--- src/hdl/dhlt_pkg.sv ---
// ----------------------------------------------------------------------------
// dhlt_pkg
// shared constants, register indexes and the cordic arctangent table
// ----------------------------------------------------------------------------
package dhlt_pkg;

  localparam int TrigBitsDefault = 16;
  localparam int TrigBitsMax     = 24;
  localparam int CfgIdxW         = 3;
  localparam int CfgDataW        = 32;

  // register indexes
  localparam logic [CfgIdxW-1:0] REG_JOINT_KIND = 3'd0;
  localparam logic [CfgIdxW-1:0] REG_Z_LENGTH   = 3'd1;
  localparam logic [CfgIdxW-1:0] REG_Z_ANGLE    = 3'd2;
  localparam logic [CfgIdxW-1:0] REG_X_LENGTH   = 3'd3;
  localparam logic [CfgIdxW-1:0] REG_X_ANGLE    = 3'd4;

  // q30 start value, inverse cordic gain
  localparam logic signed [33:0] CORDIC_INV_GAIN = 34'sd652032874;

  // arctangent of 2^-i in binary turns
  function automatic logic signed [33:0] atan_turns(input int i);
    logic signed [33:0] v;
    begin
      case (i)
        0: v = 34'sd536870912;   1: v = 34'sd316933406;
        2: v = 34'sd167458907;   3: v = 34'sd85004756;
        4: v = 34'sd42667331;    5: v = 34'sd21354465;
        6: v = 34'sd10679838;    7: v = 34'sd5340245;
        8: v = 34'sd2670163;     9: v = 34'sd1335087;
        10: v = 34'sd667544;     11: v = 34'sd333772;
        12: v = 34'sd166886;     13: v = 34'sd83443;
        14: v = 34'sd41722;      15: v = 34'sd20861;
        16: v = 34'sd10430;      17: v = 34'sd5215;
        18: v = 34'sd2608;       19: v = 34'sd1304;
        20: v = 34'sd652;        21: v = 34'sd326;
        22: v = 34'sd163;        23: v = 34'sd81;
        default: v = 34'sd0;
      endcase
      return v;
    end
  endfunction

endpackage

--- src/hdl/dhlt_cordic.sv ---
// ----------------------------------------------------------------------------
// dhlt_cordic
// pipelined sine/cosine, one micro-rotation per stage, q1.14 results
// ----------------------------------------------------------------------------
module dhlt_cordic #(
  parameter int TRIG_BITS = dhlt_pkg::TrigBitsDefault
) (
  input  logic               clk,
  input  logic               rst_n,
  input  logic               in_vld,
  input  logic [31:0]        in_angle,
  output logic               out_vld,
  output logic signed [15:0] out_cos,
  output logic signed [15:0] out_sin
);
  import dhlt_pkg::*;

  localparam int N = (TRIG_BITS < TrigBitsMax) ? TRIG_BITS : TrigBitsMax;

  // stage 0 holds the reduced angle; stage k holds the result after k steps
  logic               vld_r  [0:N+1];
  logic signed [33:0] x_r    [0:N];
  logic signed [33:0] y_r    [0:N];
  logic signed [33:0] z_r    [0:N];
  logic [1:0]         quad_r [0:N];
  logic signed [15:0] c_r, s_r;

  logic [1:0]  quad_nxt;
  logic [31:0] red_nxt;

  assign quad_nxt = 2'((in_angle + 32'h2000_0000) >> 30);
  assign red_nxt  = in_angle - {quad_nxt, 30'd0};

  always_ff @(posedge clk) begin
    if (!rst_n) vld_r[0] <= 1'b0;
    else        vld_r[0] <= in_vld;
    x_r[0]    <= CORDIC_INV_GAIN;
    y_r[0]    <= '0;
    z_r[0]    <= 34'(signed'(red_nxt));
    quad_r[0] <= quad_nxt;
  end

  for (genvar k = 0; k < N; k++) begin : g_step
    always_ff @(posedge clk) begin
      if (!rst_n) vld_r[k+1] <= 1'b0;
      else        vld_r[k+1] <= vld_r[k];
      quad_r[k+1] <= quad_r[k];
      if (z_r[k] >= 0) begin
        x_r[k+1] <= x_r[k] - (y_r[k] >>> k);
        y_r[k+1] <= y_r[k] + (x_r[k] >>> k);
        z_r[k+1] <= z_r[k] - atan_turns(k);
      end else begin
        x_r[k+1] <= x_r[k] + (y_r[k] >>> k);
        y_r[k+1] <= y_r[k] - (x_r[k] >>> k);
        z_r[k+1] <= z_r[k] + atan_turns(k);
      end
    end
  end

  function automatic logic signed [15:0] to_q14(input logic signed [33:0] v);
    logic signed [33:0] t;
    begin
      t = (v + 34'sd32768) >>> 16;
      if (t > 34'sd16384)       return 16'sd16384;
      else if (t < -34'sd16384) return -16'sd16384;
      else                      return t[15:0];
    end
  endfunction

  logic signed [15:0] c_q, s_q;
  assign c_q = to_q14(x_r[N]);
  assign s_q = to_q14(y_r[N]);

  // quadrant fold
  always_ff @(posedge clk) begin
    if (!rst_n) vld_r[N+1] <= 1'b0;
    else        vld_r[N+1] <= vld_r[N];
    case (quad_r[N])
      2'd0:    begin c_r <= c_q;  s_r <= s_q;  end
      2'd1:    begin c_r <= -s_q; s_r <= c_q;  end
      2'd2:    begin c_r <= -c_q; s_r <= -s_q; end
      default: begin c_r <= s_q;  s_r <= -c_q; end
    endcase
  end

  assign out_vld = vld_r[N+1];
  assign out_cos = c_r;
  assign out_sin = s_r;

  a_clamp_range: assert property (@(posedge clk) disable iff (!rst_n)
    out_vld |-> (out_cos <= 16'sd16384 && out_cos >= -16'sd16384))
    else $error("cosine out of range");
  a_vld_delay: assert property (@(posedge clk) disable iff (!rst_n)
    vld_r[0] |-> ##(N+1) out_vld)
    else $error("cordic valid lost");
  a_quad_fold: assert property (@(posedge clk) disable iff (!rst_n)
    (vld_r[N] && quad_r[N] == 2'd2) |=> (out_cos == -$past(c_q)))
    else $error("quadrant fold wrong");
endmodule

--- config.mk ---
export PLATFORM = sky130hd
export DESIGN_NAME = dhlt_cordic
export DESIGN_NICKNAME = d
export VERILOG_FILES = /design/src/hdl/dhlt_pkg.sv /design/src/hdl/dhlt_cordic.sv
export SDC_FILE = /design/constraint.sdc
export NUM_CORES = 2
export LEC_CHECK = 0
export ABC_CLOCK_PERIOD_IN_PS = 5200
export BUFFER_PORTS_ARGS = -buffer_cell sky130_fd_sc_hd__clkbuf_2
export CORE_ASPECT_RATIO = 1.75
export CORE_MARGIN = 8
export CORE_UTILIZATION = 40
export DETAILED_ROUTE_END_ITERATION = 12
export SKIP_CTS_REPAIR_TIMING = 1
export SLEW_MARGIN = 10
export SYNTH_ARGS = -nofsm -noshare
export SYNTH_HDL_FRONTEND = slang
export SYNTH_SLANG_ARGS = --single-unit
--- constraint.sdc ---
create_clock -name clk -period 5.2 [get_ports clk]
set_input_delay 0 -clock clk [delete_from_list [all_inputs] [get_ports clk]]
set_output_delay 0 -clock clk [all_outputs]
set_load 0.01 [all_outputs]
==> key figures <==
Timing
  • Crit share post-route: 0.987
  • Worst-margin pin slew: between 1 and 1.5 ns
  • FMAX: ~0.19 GHz
  • Fin. Hold Viols: 0
  • Endpoints failing setup: 0
  • Fin crit period: 5.13 ns
  • Slew headroom: 0.277
  • RSZ-0062 raised after global routing: true
  • Max Slew Vio Count: 0
  • Max Clock Skew: ~0.07 ns

Synth
  • Synth Area in Adders: 0.166
  • Syn_area_per_cell: about 8.5 sq um
  • Main combinational cell family by area after synthesis: compound AO/OA/AOI/OAI gates
  • Share of flip-flops with an asynchronous set or reset: 0
  • Seq/Total Area, Yosys: 0.279
  • Post-Synth Simple-Gate Area: 0.158
  • Xor/xnor share of the synthesized area: 0.147
  • Compound-cell area share of the yosys netlist: 0.216
  • Top_reg_cell synth: dfxtp_1
  • Seq cells post-synth: about 1600
  • EDFF count, synth: 0
  • Mux cell area share after synthesis: 0.00733
  • Synth warnings: 0
  • Largest cells by area after synthesis: dfxtp_1 (28%), ha_1 (16%), xnor2_1 (9.5%), xor2_1 (5.2%), a21oi_1 (5.2%)
  • Synth unique cells: roughly 110
  • Cell area after synthesis: roughly 110000 sq um
  • Area leader, netlist: dfxtp_1
  • Syn Inst Count: about 13000
  • Net count after synthesis: approximately 15000
  • Synth top area share: 0.279

Hold path
  • Hold/Removal Path Class: in2reg

Setup path
  • Worst setup SP type: register
  • Cell family with most CP delay: simple AND/OR/NAND/NOR gates
  • Worst-path cell chain: nor3_1 > nand3b_1 > nor4_1 > buf_4 > a21oi_1 > xor2_1 > buf_4 > ha_1 > nand4_1 > nor2_1 > a21o_1 > o41ai_2 > buf_4 > o21ai_0 > a21oi_2 > o21ai_0 > a21o_1 > a211oi_1 > nor2_1
  • Crit-path slowest cell: nor3_1
  • Critical Path AT: just under 6 ns
  • CP peak stage delay: around 0.65 ns
  • Crit. End Element: register
  • CP bufs+invs: 3
  • CP Max Fanout: 4
  • Worst setup path class: reg2reg
  • WP data required: 5.96 ns
  • Top cell by count, worst path: buf_4

Route
  • Met3 Routed Length: 10.8 mm
  • ANT nets after route: 0
  • Wire per inst: roughly 20 microns
  • DR top layer: met5
  • Routed wl met2: 206 mm
  • Detailed Route Iter0 Violations: around 3600
  • Met1 WL: ~96 mm
  • TritonRoute pass-1 iters: 5
  • Via count: about 100000
  • Drc violations: 0
  • Via-per-instance ratio: 5.44
  • Total Wirelength: ~360 mm

Clock tree
  • Longest Clk Path Bufs: 4
  • Worst-skew pair later-pin latency: 0.91 ns
  • Clock Sinks: about 1600
  • Clock transition at the registers of the reported paths: 0.06 ns
  • Root Buffer: clkbuf_16
  • CTS tree: yes
  • Inserted Clock Buffers: roughly 170
  • Htree depth: 4

Floorplan
  • Core ar.: between 200000 and 300000 sq um
  • Die W: about 420 microns
  • Die area: about 300000 sq um
  • Initial core utilization: 0.401
  • Die Span Y: between 700 and 800 microns
  • IO Pins: ~70
  • Rows: between 200 and 300

Place
  • DP Wirelength: ~300 mm
  • Inst Count DP: approximately 18000
  • GPL Wtd Cong: roughly 1.1
  • # port buffers: 67

Finish
  • Layout area overhead: 19.8%
  • Non-Filler Instances: 18300
  • Nets: ~16000
  • Fillers: 27200
  • Final Util: 0.480
  • Share of layout cells above drive strength 1: 0.142

Global route
  • Largest net degree at the start of global routing: 47
  • First-pass GRT wire length: approximately 540 mm
  • Number of global-route vias before repair: 103000
  • Tot GR Track Use: 0.233
  • Initial antenna violation count: 9
  • Grt ovf: 0

Outcome
  • Status: completed

Run
  • Max_cap viols: 0
-- routing by layer --
layer | vias to the layer above | global-route usage
li1 | 50200 | -
met1 | 45700 | 0.149
met2 | 2194 | 0.493
met3 | 1748 | 0.0341
met4 | 4 | 0.267
met5 | - | 0
-- synth_stat cells (all sizes together), types with 22 or more instances --
cell and count:
and3 112, buf 35, nand3 253, a21boi 40
o22ai 27, inv 581, nand3b 23, o31ai 156
and4 33, a211oi 92, nor2 1058, nand4 94
mux2 31, a31oi 106, mux2i 47, or4 56
fa 45, a21oi 1168, o21bai 164, ha 1412
o41ai 66, clkbuf 156, a311oi 22, nand2b 220
nor3 309, xnor2 1211, o31a 31, a31o 35
o2111ai 27, and2 84, dfxtp 1558, a21o 583
o21ai 758, o211ai 55, a221oi 22, nand2 771
a211o 40, nor2b 191, or2 53, o21a 221
or3 127, xor2 667, nor4 162
-- path summary, 6_finish.rpt --
check / end / slack [ns] / from / cells after the start
worst max register to register: y_r[10][31]$_DFF_P_ / 0.07 / x_r[9][14]$_DFF_P_ / 19
worst max-delay path: y_r[10][31]$_DFF_P_ / 0.07 / x_r[9][14]$_DFF_P_ / 19
worst min register to register: quad_r[0][6]$_DFF_P_ / 0.32 / quad_r[0][4]$_DFF_P_ / 0
worst min-delay path: z_r[0][32]$_DFF_P_ / 0.05 / in_angle[29] / 4
-- logic make-up after synthesis --
| family | after synthesis |
|---|---|
| AOI/OAI and AO/OA | 3780 |
| and+or+nand+nor | 3608 |
| xor gates and xnor gates | 1878 |
| DFF | 1558 |
| adders and majority gates | 1457 |
| buffers and inverters | 779 |
| muxes | 78 |
| other | 1 |
-- per-stage QoR --
stage,TNS (ns),hold slack (ns),cell area (sq um),setup slack [ns]
3_5_place_dp,-15.98,0.104,126000,-1.36
5_1_grt,-1.12,0.0525,134000,-0.0969
6_report,0,0.0487,134000,0.0685
3_3_place_gp,-16.65,0.102,126000,-1.44
2_1_floorplan,0,0.0277,112000,0.00770
4_1_cts,-21.31,-0.847,132000,-1.37
-- registers in the layout, indices dropped and copies added, names as in the netlist --
name     cells
out_cos     16
quad_r      34
out_sin     16
z_r        509
x_r        469
y_r        496
vld_r       18
-- worst reg2reg max path, stage by stage (launching register included) --
cell,delay [ns]
dfxtp_1,0.33
nor3_1,0.65
nand3b_1,0.53
nor4_1,0.52
buf_4,0.25
a21oi_1,0.09
xor2_1,0.14
buf_4,0.16
ha_1,0.33
nand4_1,0.24
nor2_1,0.07
a21o_1,0.27
o41ai_2,0.30
buf_4,0.22
o21ai_0,0.12
a21oi_2,0.17
o21ai_0,0.12
a21o_1,0.21
a211oi_1,0.23
nor2_1,0.06
-- cell usage in the layout, fill, tap and decap left out, types with 51 or more instances in the layout --
| cell | n |
|---|---|
| or3_1 | 119 |
| o21a_1 | 221 |
| clkbuf_2 | 68 |
| xnor2_1 | 1204 |
| o21ai_0 | 690 |
| and2_1 | 83 |
| nand4_1 | 93 |
| dfxtp_1 | 1555 |
| dlygate4sd3_1 | 69 |
| nor4_1 | 132 |
| nor3_1 | 293 |
| xor2_1 | 666 |
| a211oi_1 | 79 |
| nor2_1 | 1036 |
| o21ai_1 | 55 |
| a31oi_1 | 94 |
| or2_2 | 51 |
| inv_1 | 566 |
| nand3_1 | 251 |
| clkbuf_16 | 168 |
| nor2b_1 | 188 |
| o31ai_1 | 150 |
| buf_4 | 1297 |
| a21oi_1 | 1139 |
| nand2b_1 | 218 |
| o211ai_1 | 54 |
| and3_1 | 111 |
| o21bai_1 | 164 |
| nand2_1 | 770 |
| ha_1 | 1407 |
| a21o_1 | 582 |
-- area by class of cell --
class                   count  area, sq um  share of cell area
diodes                      5         12.5           0.0000934
clock buffers             217         4660              0.0348
clock inverters            73         1020             0.00764
inverters                 588         2230              0.0166
multi-input cells       10800        79100               0.590
flip-flops and latches   1558        31200               0.233
well taps                3626         4540              0.0339
repair buffers           1465        11300              0.0841
Power is left out: the tool's default activity adds up to more than one toggle a clock period on the data nets, which glitch-free logic cannot reach.
